<file path="src/rtl/efe_pkg.sv">
// shared types, constants and helpers for the escaped frame encoder
package efe_pkg;

  localparam int MaxRun = 6;
  localparam int CntW = $clog2(MaxRun + 1);

  localparam logic [7:0] FLAG_BYTE = 8'h7E;
  localparam logic [7:0] ESC_BYTE  = 8'h7D;
  localparam logic [7:0] XON_BYTE  = 8'h11;
  localparam logic [7:0] XOFF_BYTE = 8'h13;
  localparam logic [7:0] ESC_XOR   = 8'h20;
  localparam logic [7:0] SUM_BASE  = 8'hFF;

  typedef enum logic {
    REQ_START = 1'b0,
    REQ_DATA  = 1'b1
  } req_kind_t;

  // one input item as seen by the builder
  typedef struct packed {
    logic       req_type;
    logic [7:0] command_code;
    logic [7:0] payload_length;
    logic [7:0] data_byte;
  } req_t;

  // run of line bytes caused by one item
  typedef struct packed {
    logic [MaxRun-1:0][7:0] seq;
    logic [CntW-1:0]        cnt;
    logic                   has_end;
  } burst_t;

  // escaped form of one byte
  typedef struct packed {
    logic       two;
    logic [7:0] first;
    logic [7:0] second;
  } esc_t;

  function automatic esc_t escape(input logic [7:0] b);
    esc_t e;
    e.second = b ^ ESC_XOR;
    if (b == FLAG_BYTE || b == ESC_BYTE || b == XON_BYTE || b == XOFF_BYTE) begin
      e.two   = 1'b1;
      e.first = ESC_BYTE;
    end else begin
      e.two   = 1'b0;
      e.first = b;
    end
    return e;
  endfunction

endpackage

</file>
<file path="src/rtl/efe_if.sv">
// valid/ready channel interfaces for request items and line bytes
interface efe_req_if;
  logic       valid;
  logic       ready;
  logic       req_type;
  logic [7:0] command_code;
  logic [7:0] payload_length;
  logic [7:0] data_byte;

  modport source (output valid, req_type, command_code, payload_length, data_byte,
                  input ready);
  modport sink   (input valid, req_type, command_code, payload_length, data_byte,
                  output ready);
endinterface

interface efe_line_if;
  logic       valid;
  logic       ready;
  logic [7:0] line_byte;
  logic       frame_end;
  logic       run_last;

  modport source (output valid, line_byte, frame_end, run_last, input ready);
  modport sink   (input valid, line_byte, frame_end, run_last, output ready);
endinterface

</file>
<file path="src/rtl/efe_build.sv">
// frame state and per-item byte run construction
module efe_build (
  input  logic          clk,
  input  logic          rst,
  input  logic          accept,
  input  efe_pkg::req_t req,
  output efe_pkg::burst_t burst
);
  import efe_pkg::*;

  logic [7:0] sum_acc;
  logic [7:0] bytes_left;
  logic       frame_open;
  logic [7:0] sum_acc_next;
  logic [7:0] bytes_left_next;
  logic       frame_open_next;

  always_comb begin
    logic [7:0]      len1;
    logic [7:0]      chk;
    logic [CntW-1:0] n;
    esc_t            e;
    logic            close;

    sum_acc_next    = sum_acc;
    bytes_left_next = bytes_left;
    frame_open_next = frame_open;
    burst.seq       = '0;
    n               = '0;
    close           = 1'b0;
    len1            = req.payload_length + 8'd1;

    if (req.req_type == REQ_START) begin
      burst.seq[n] = FLAG_BYTE;
      n = n + 1'b1;
      e = escape(len1);
      burst.seq[n] = e.first;
      n = n + 1'b1;
      if (e.two) begin
        burst.seq[n] = e.second;
        n = n + 1'b1;
      end
      burst.seq[n] = req.command_code;
      n = n + 1'b1;
      sum_acc_next    = req.command_code;
      bytes_left_next = req.payload_length;
      frame_open_next = 1'b1;
      close           = (req.payload_length == 8'd0);
    end else if (frame_open) begin
      e = escape(req.data_byte);
      burst.seq[n] = e.first;
      n = n + 1'b1;
      if (e.two) begin
        burst.seq[n] = e.second;
        n = n + 1'b1;
      end
      sum_acc_next    = sum_acc + req.data_byte;
      bytes_left_next = bytes_left - 8'd1;
      close           = (bytes_left_next == 8'd0);
    end

    // checksum closes the frame
    chk = SUM_BASE - sum_acc_next;
    e   = escape(chk);
    if (close) begin
      burst.seq[n] = e.first;
      n = n + 1'b1;
      if (e.two) begin
        burst.seq[n] = e.second;
        n = n + 1'b1;
      end
      frame_open_next = 1'b0;
      bytes_left_next = 8'd0;
    end

    burst.cnt     = n;
    burst.has_end = close;
  end

  always_ff @(posedge clk) begin
    if (rst) begin
      sum_acc    <= '0;
      bytes_left <= '0;
      frame_open <= 1'b0;
    end else if (accept) begin
      sum_acc    <= sum_acc_next;
      bytes_left <= bytes_left_next;
      frame_open <= frame_open_next;
    end
  end

endmodule

</file>
<file path="src/rtl/efe_ser.sv">
// result register that drains a byte run one line byte per cycle while the receiver is ready
module efe_ser (
  input  logic            clk,
  input  logic            rst,
  input  logic            load,
  input  efe_pkg::burst_t burst,
  output logic            can_load,
  efe_line_if.source      line_ch
);
  import efe_pkg::*;

  logic [MaxRun-1:0][7:0] seq;
  logic [CntW-1:0]        left;
  logic                   has_end;
  logic                   take;
  logic                   last;

  assign last              = (left == CntW'(1));
  assign take              = line_ch.valid && line_ch.ready;
  assign can_load          = (left == '0) || (last && line_ch.ready);
  assign line_ch.valid     = (left != '0);
  assign line_ch.line_byte = seq[0];
  assign line_ch.run_last  = last;
  assign line_ch.frame_end = last && has_end;

  always_ff @(posedge clk) begin
    if (rst) begin
      left <= '0;
    end else if (load && burst.cnt != '0) begin
      left <= burst.cnt;
    end else if (take) begin
      left <= left - 1'b1;
    end
  end

  always_ff @(posedge clk) begin
    if (load && burst.cnt != '0) begin
      seq     <= burst.seq;
      has_end <= burst.has_end;
    end else if (take) begin
      seq <= {8'h00, seq[MaxRun-1:1]};
    end
  end

endmodule

</file>
<file path="src/rtl/escaped_frame_encoder.sv">
// escaped frame encoder: item in, run of zero to six stuffed line bytes out
// latency: the first line byte of an item is valid the cycle after it is accepted
// hand-over: an item yielding k line bytes (k from 1 to 6) holds the output register until
//   its last byte is taken; the next item is taken in the cycle its predecessor's last
//   byte leaves, so items follow back to back, paced by the one-byte output port
// reset: synchronous, clears the checksum, the byte count, the open-frame flag and the result register
module escaped_frame_encoder (
  input  logic      clk,
  input  logic      rst,
  efe_req_if.sink   req_ch,
  efe_line_if.source line_ch
);
  import efe_pkg::*;

  req_t   req;
  burst_t burst;
  logic   can_load;
  logic   accept;

  // input item gathered into one struct for the builder
  assign req.req_type       = req_ch.req_type;
  assign req.command_code   = req_ch.command_code;
  assign req.payload_length = req_ch.payload_length;
  assign req.data_byte      = req_ch.data_byte;

  // ready whenever the result register is empty or about to hand over its last byte
  assign req_ch.ready = can_load;
  assign accept       = req_ch.valid && can_load;

  // frame state plus the combinational build of the byte run
  efe_build u_build (
    .clk    (clk),
    .rst    (rst),
    .accept (accept),
    .req    (req),
    .burst  (burst)
  );

  // result register and byte-wise drain; empty runs (stray payload) are dropped
  efe_ser u_ser (
    .clk      (clk),
    .rst      (rst),
    .load     (accept),
    .burst    (burst),
    .can_load (can_load),
    .line_ch  (line_ch)
  );

  // checksum byte always closes the run of its item
  a_end_is_last: assert property (@(posedge clk) disable iff (rst)
    line_ch.valid && line_ch.frame_end |-> line_ch.run_last)
    else $error("frame end away from run end");

  // no run longer than the result register
  a_run_fits: assert property (@(posedge clk) disable iff (rst)
    accept |-> burst.cnt <= CntW'(MaxRun))
    else $error("byte run overflows result register");

  // an item that yields bytes shows its first byte next cycle
  a_run_shown: assert property (@(posedge clk) disable iff (rst)
    accept && burst.cnt != '0 |=> line_ch.valid)
    else $error("accepted run not presented");

  // back-pressure only while a run is pending
  a_stall_cause: assert property (@(posedge clk) disable iff (rst)
    !req_ch.ready |-> line_ch.valid)
    else $error("input stalled with empty result register");

endmodule

</file>
<file path="src/flat_wrapper.sv">
// flat-port wrapper written by rule: the top's interface ports become plain ports
module escaped_frame_encoder_flat import efe_pkg::*;
  (clk, rst, req_ch_valid, req_ch_req_type, req_ch_command_code, req_ch_payload_length, req_ch_data_byte, req_ch_ready, line_ch_valid, line_ch_line_byte, line_ch_frame_end, line_ch_run_last, line_ch_ready);
  efe_req_if req_ch_i ();
  efe_line_if line_ch_i ();
  input  logic clk;
  input  logic rst;
  input wire logic [$bits(req_ch_i.valid)-1:0] req_ch_valid;
  input wire logic [$bits(req_ch_i.req_type)-1:0] req_ch_req_type;
  input wire logic [$bits(req_ch_i.command_code)-1:0] req_ch_command_code;
  input wire logic [$bits(req_ch_i.payload_length)-1:0] req_ch_payload_length;
  input wire logic [$bits(req_ch_i.data_byte)-1:0] req_ch_data_byte;
  output wire logic [$bits(req_ch_i.ready)-1:0] req_ch_ready;
  output wire logic [$bits(line_ch_i.valid)-1:0] line_ch_valid;
  output wire logic [$bits(line_ch_i.line_byte)-1:0] line_ch_line_byte;
  output wire logic [$bits(line_ch_i.frame_end)-1:0] line_ch_frame_end;
  output wire logic [$bits(line_ch_i.run_last)-1:0] line_ch_run_last;
  input wire logic [$bits(line_ch_i.ready)-1:0] line_ch_ready;
  assign req_ch_i.valid = req_ch_valid;
  assign req_ch_i.req_type = req_ch_req_type;
  assign req_ch_i.command_code = req_ch_command_code;
  assign req_ch_i.payload_length = req_ch_payload_length;
  assign req_ch_i.data_byte = req_ch_data_byte;
  assign req_ch_ready = req_ch_i.ready;
  assign line_ch_valid = line_ch_i.valid;
  assign line_ch_line_byte = line_ch_i.line_byte;
  assign line_ch_frame_end = line_ch_i.frame_end;
  assign line_ch_run_last = line_ch_i.run_last;
  assign line_ch_i.ready = line_ch_ready;
  escaped_frame_encoder u_core (.clk(clk), .rst(rst), .req_ch(req_ch_i), .line_ch(line_ch_i));
endmodule
</file>
<file path="config.mk">
export PLATFORM = sky130hd
export DESIGN_NAME = escaped_frame_encoder_flat
export DESIGN_NICKNAME = d
export VERILOG_FILES = /design/src/rtl/efe_pkg.sv /design/src/rtl/efe_if.sv /design/src/rtl/efe_build.sv /design/src/rtl/efe_ser.sv /design/src/rtl/escaped_frame_encoder.sv /design/src/flat_wrapper.sv
export SDC_FILE = /design/constraint.sdc
export NUM_CORES = 1
export LEC_CHECK = 0
export BUFFER_PORTS_ARGS = -buffer_cell sky130_fd_sc_hd__buf_2
export CAP_MARGIN = 15
export CELL_PAD_IN_SITES_DETAIL_PLACEMENT = 1
export CELL_PAD_IN_SITES_GLOBAL_PLACEMENT = 1
export CORE_ASPECT_RATIO = 0.8
export CORE_UTILIZATION = 43
export CTS_CLUSTER_SIZE = 12
export DETAILED_ROUTE_END_ITERATION = 7
export PLACE_DENSITY_LB_ADDON = 0.1
export SYNTH_ARGS = -nofsm -noshare
export SYNTH_HDL_FRONTEND = slang
export SYNTH_SLANG_ARGS = --single-unit
</file>
<file path="constraint.sdc">
create_clock -name clk -period 4.6 [get_ports clk]
set_input_delay 0 -clock clk [delete_from_list [all_inputs] [get_ports clk]]
set_output_delay 0 -clock clk [all_outputs]
set_load 0.02 [all_outputs]
</file>
; Word-level counts from Yosys, hierarchy flattened
; Cells that the tools add are included.
[totals]
regBits = 69
input_bits = 29
out_inout_bits = 12
wordCells = 112
[op_classes]
n_addsub = 8
n_lt_le_gt_ge = 6
eq_ne = 15
muxes = 43
bitwise = 3
reduce_logical = 26
[op_table]
columns = operator, count
row1 = two-way mux 48 bit, 4
row2 = bitwise mux 48 bit, 3
row3 = two-way mux 8 bit, 11
row4 = demux 8 bit (select 3 bit), 3
row5 = two-way mux 9 bit, 6
row6 = == test 8 x 5 -> 1 bit (second input constant), 6
row7 = == test 8 x 7 -> 1 bit (second input constant), 6
row8 = two-way mux 16 bit, 2
row9 = two-way mux 32 bit, 1
row10 = two-way mux 3 bit, 6
row11 = logical NOT 8 bit, 2
row12 = less-than comparator 3 x 4 -> 1 bit (second input constant), 3
row13 = logical OR 1 bit, 10
row14 = adder 3 x 1 -> 3 bit (second input constant), 3
row15 = greater-or-equal comparator 3 x 1 -> 1 bit (second input constant), 3
row16 = adder 8 x 1 -> 8 bit (second input constant), 1
row17 = adder 8 bit, 1
row18 = logical AND 1 bit, 8
row19 = subtractor 8 x 1 -> 8 bit (second input constant), 1
row20 = subtractor 8 bit (first input constant), 1
row21 = nonzero test 3 bit, 2
row22 = two-way mux 1 bit, 5
row23 = two-way mux 2 bit, 2
row24 = AND reduction 2 bit, 2
row25 = 7 further kinds, 9

; Logic depth before layout (Yosys ltp)
[logic_depth]
ltp_word = 20
mapped_depth = 17
mapped_depth_nobuf = 14

; Hierarchy
; From an unflattened synthesis, not the netlist that was laid out.
[hier_totals]
cells_unflattened = 627
area_unflattened_um2 = 5106.1
[by_module_without_submodules]
columns = module, n_inst, cells_each, area_each_um2, seq_area_each_um2
row1 = efe_build, 1, 402, 2777.7, 340.3
row2 = efe_ser, 1, 224, 2322.2, 1531.5
row3 = escaped_frame_encoder, 1, 1, 6.3, 0.0

; Least setup slack after synthesis
; Ideal clock, no wire load.
[synth_timing]
path_type = register to register
startpoint = register u_core.u_build.sum_acc[0]
endpoint = register u_core.u_ser.seq, in the netlist u_core.u_ser.line_ch.line_byte[0], enable pin
setup_ns = 0.408
arrival_time_ns = 4.230
t_required_ns = 4.192
setup_slack_ns = -0.038
path_stages_with_launch = 16
period_less_slack_ns = 4.638
path_cell_list = dfxtp_1 -> ha_1 -> inv_1 -> fa_1 -> nand2b_1 -> a211oi_1 -> mux2i_1 -> nand3_2 -> o32ai_4 -> and3_1 -> buf_4 -> o22a_1 -> o21a_1 -> buf_6 -> buf_6 -> or2_1
[synth_via]
elab_chain_cells = 14
[synth_rtl]
columns = item, line
row1 = from (decl), efe_build.sv:11  ; logic [7:0] sum_acc;
row2 = from (signal assigned), efe_build.sv:86  ; sum_acc <= sum_acc_next;
row3 = adder 8 bit, efe_build.sv:57  ; sum_acc_next = sum_acc + req.data_byte;
row4 = two-way mux 8 bit (*), efe_build.sv:49  ; end else if (frame_open) begin
row5 = two-way mux 8 bit (*), efe_build.sv:33  ; if (req.req_type == REQ_START) begin
row6 = subtractor 8 bit (*), efe_build.sv:63  ; chk = SUM_BASE - sum_acc_next;
row7 = == test 8 x 7 -> 1 bit, efe_pkg.sv:44  ; if (b == FLAG_BYTE || b == ESC_BYTE || b == XON_BYTE || b == XOFF_BYTE) begin
row8 = logical OR 1 bit (2 in a row), efe_pkg.sv:44
row9 = logical OR 1 bit (*), efe_pkg.sv:44
row10 = two-way mux 9 bit (*), efe_pkg.sv:44
row11 = two-way mux 3 bit (*), efe_build.sv:68  ; if (e.two) begin
row12 = two-way mux 3 bit (*), efe_build.sv:65  ; if (close) begin
row13 = nonzero test 3 bit (*), efe_ser.sv:37  ; if (load && burst.cnt != '0) begin
row14 = logical AND 1 bit (*), efe_ser.sv:37
row15 = nonzero test 2 bit (no line) (*), -
row16 = to (signal assigned), efe_ser.sv:38  ; seq <= burst.seq;
row17 = to (signal assigned), efe_ser.sv:41  ; seq <= {8'h00, seq[MaxRun-1:1]};
row18 = to (decl), efe_ser.sv:12  ; logic [MaxRun-1:0][7:0] seq;
; Mark *: on every way between the ends. The rest lies on a longest branch, timed or not.
; A chain may end at the register's enable or synchronous reset.

; Worst setup path in the final report
[layout_timing]
startpoint = register u_core.u_build.sum_acc[0]
endpoint = register u_core.u_ser.seq, in the netlist u_core.u_ser.line_ch.line_byte[6], enable pin
; Same word-level chain as after synthesis.

==> metrics.cfg <==
[timing]
drv_slew=0
worstMarginPinSlew_ps=777
finalCritPeriodShare=0.884
hold_ws_ps=48.9
fin_tns_setup_ps=0
finClkSkew_ps=8.76
max_freq_mhz=246
maxSlewHeadroom=0.477
finalCriticalPeriod_ps=4070
rsz0062_at_grt=no
hold_viol_final=0
setup_violations=0

[setup_path]
cp.required_ps=4570
start_kind=register
crit_type=register to register
cp_max_fo=48
cp-end-kind=register
crit_arrival_ps=4040

[clock_tree]
cts_resized=0
cts-root-buf=clkbuf_16
clk_latency_ps=340
cts.reportedPaths.clkPinSlew_ps=60
h-tree-depth=3
cts_tree=built
ctsLongestPathBuffers=2
cts_buffers=9
cts.sinks=69

[floorplanning]
start_util=0.449
rows=35
fp.dieW_um=126
coreArea_um2=11700
dieArea_um2=12700
die_y_um=101
io_pins=41

[grt]
gr-total-overflow=0
grtUsageTotal=0.265
grt_max_degree=49
grt_pass1_vias=4606
antenna_found_initial=0
grt_pass1_wl_um=25500

[yosys]
syn_inst=582
ys_seq_area_frac=0.356
yosysWarningCount=0
synth_ff_type=edfxtp_1
synth.avg_cell_area_um2=9.04
synthArstFlopShare=0
syn_area_um2=5260
synth_cell_types=81
synth_seq_cells=69
synth_edf_count=49

[route]
drt_iter0_drc=391
wl_um=16400
post_drt_wl_per_cell_um=21.4
ant_nets=0
first_pass_iters=5
routed_via_density=6.10
remaining_drc_errors=0
vias=4666

[power_and_ir_drop]
ir_drop_mv=0.181
p_leak_nw=2.29
power.density_nw_per_um2=485

[placed_design]
place_congestion=0.921
hpwl_um=12100
placed_area_um2=5540
io_buffers=40

[layout]
nets=660
drive_gt1_frac=0.173
diodes=0
layout_common_cells=nor2_1 (57), a21oi_1 (55), edfxtp_1 (49), nand2_1 (40), buf_2 (40)
fin_util=0.499
layout_commonest_cell=nor2_1
fin_area_um2=5850
area_growth_pct=11.1

[status]
run_status=completed

[flow_run]
drv_cap=0

[worst_hold_path]
hold_class=input pin to register

power breakdown:
part           internal, W  total (W)  switching, W
Clock             0.000425   0.000720      0.000295
Sequential        0.000966    0.00105     0.0000878
Combinational     0.000422    0.00106      0.000641
state kept, by name, summed over array words and instances (netlist names):
signal	count
u_core.u_ser.seq	40
u_core.u_build.bytes_left	8
u_core.u_build.sum_acc	8
u_core.u_ser.line_ch.line_byte	8
u_core.u_ser.left	3
u_core.u_build.frame_open	1
u_core.u_ser.has_end	1
worst paths after layout:
| path | start | end | slack [ps] | cells past startpoint |
|---|---|---|---|---|
| setup reg to reg | u_core.u_build.sum_acc[0] | u_core.u_ser.line_ch.line_byte[6] | 530 | 13 |
| setup / recovery | u_core.u_build.sum_acc[0] | u_core.u_ser.line_ch.line_byte[6] | 530 | 13 |
| hold reg to reg | u_core.u_build.sum_acc[0] | u_core.u_build.sum_acc[0] | 480 | 2 |
| hold / removal | rst | u_core.u_build.bytes_left[0] | 50 | 2 |
synth_stat cells, types with 8 or more instances:
library cell	instances	area share
nor2_1	57	0.041
a21oi_1	55	0.052
edfxtp_1	49	0.28
nand2_1	40	0.029
inv_1	35	0.025
mux2i_1	24	0.046
o21ai_0	21	0.020
dfxtp_1	20	0.076
mux2_4	20	0.057
clkbuf_1	18	0.013
ha_1	18	0.043
nand3_1	16	0.015
nor3_1	14	0.013
o211ai_1	10	0.014
o22ai_1	10	0.012
buf_2	9	0.0086
buf_4	9	0.013
a211oi_1	8	0.011
a21o_1	8	0.011
xor2_1	8	0.013
what timing repair did:
item / CTS / global route
hold endpoints to repair: 1 / 0
setup buffers: 0 / 0
hold buffers: 1 / 0
routing by layer:
layer,GRT usage,share of wire
met1,0.356,0.46
met2,0.445,0.47
met3,0.0350,0.053
met4,0.0816,0.017
met5,0,0
per-stage QoR:
stage               cells  total power [W]  setup WS (ps)
finish                765          0.00284            534
global route          765          0.00299            243
CTS                   765          0.00286            541
detailed placement    748          0.00213            429
global placement      748          0.00209            588
floorplan             589          0.00189            435
critical path, cell delays in order (launching register included):
cell,delay [ps]
dfxtp_1,350
ha_1,190
inv_1,70
fa_1,410
nand2b_1,180
a211oi_1,270
mux2i_1,350
nand3_2,140
o32ai_4,460
and3_1,250
o22a_1,200
o21a_2,190
or2_2,110
buf_4,500
cell type report:
type / count / area, um^2
clock buffers: 10 / 229
clock inverters: 6 / 72.6
fillers: 1397 / 5890
inverters: 36 / 135
multi-input cells: 440 / 3020
flip-flops and latches: 69 / 1870
well taps: 148 / 185
repair buffers: 56 / 335
cells by family (layout without fill, tap and decap cells):
logic type,Yosys count,after routing,synth area share
other,1,8,0.000712
and+or+nand+nor,182,182,0.169
AOI/OAI and AO/OA,169,169,0.217
DFF,69,69,0.356
buffers and inverters,80,108,0.0756
xor gates and xnor gates,13,13,0.0216
adders and majority gates,19,19,0.0466
muxes,49,49,0.113
Note: power is estimated with default switching activity, not from simulation.
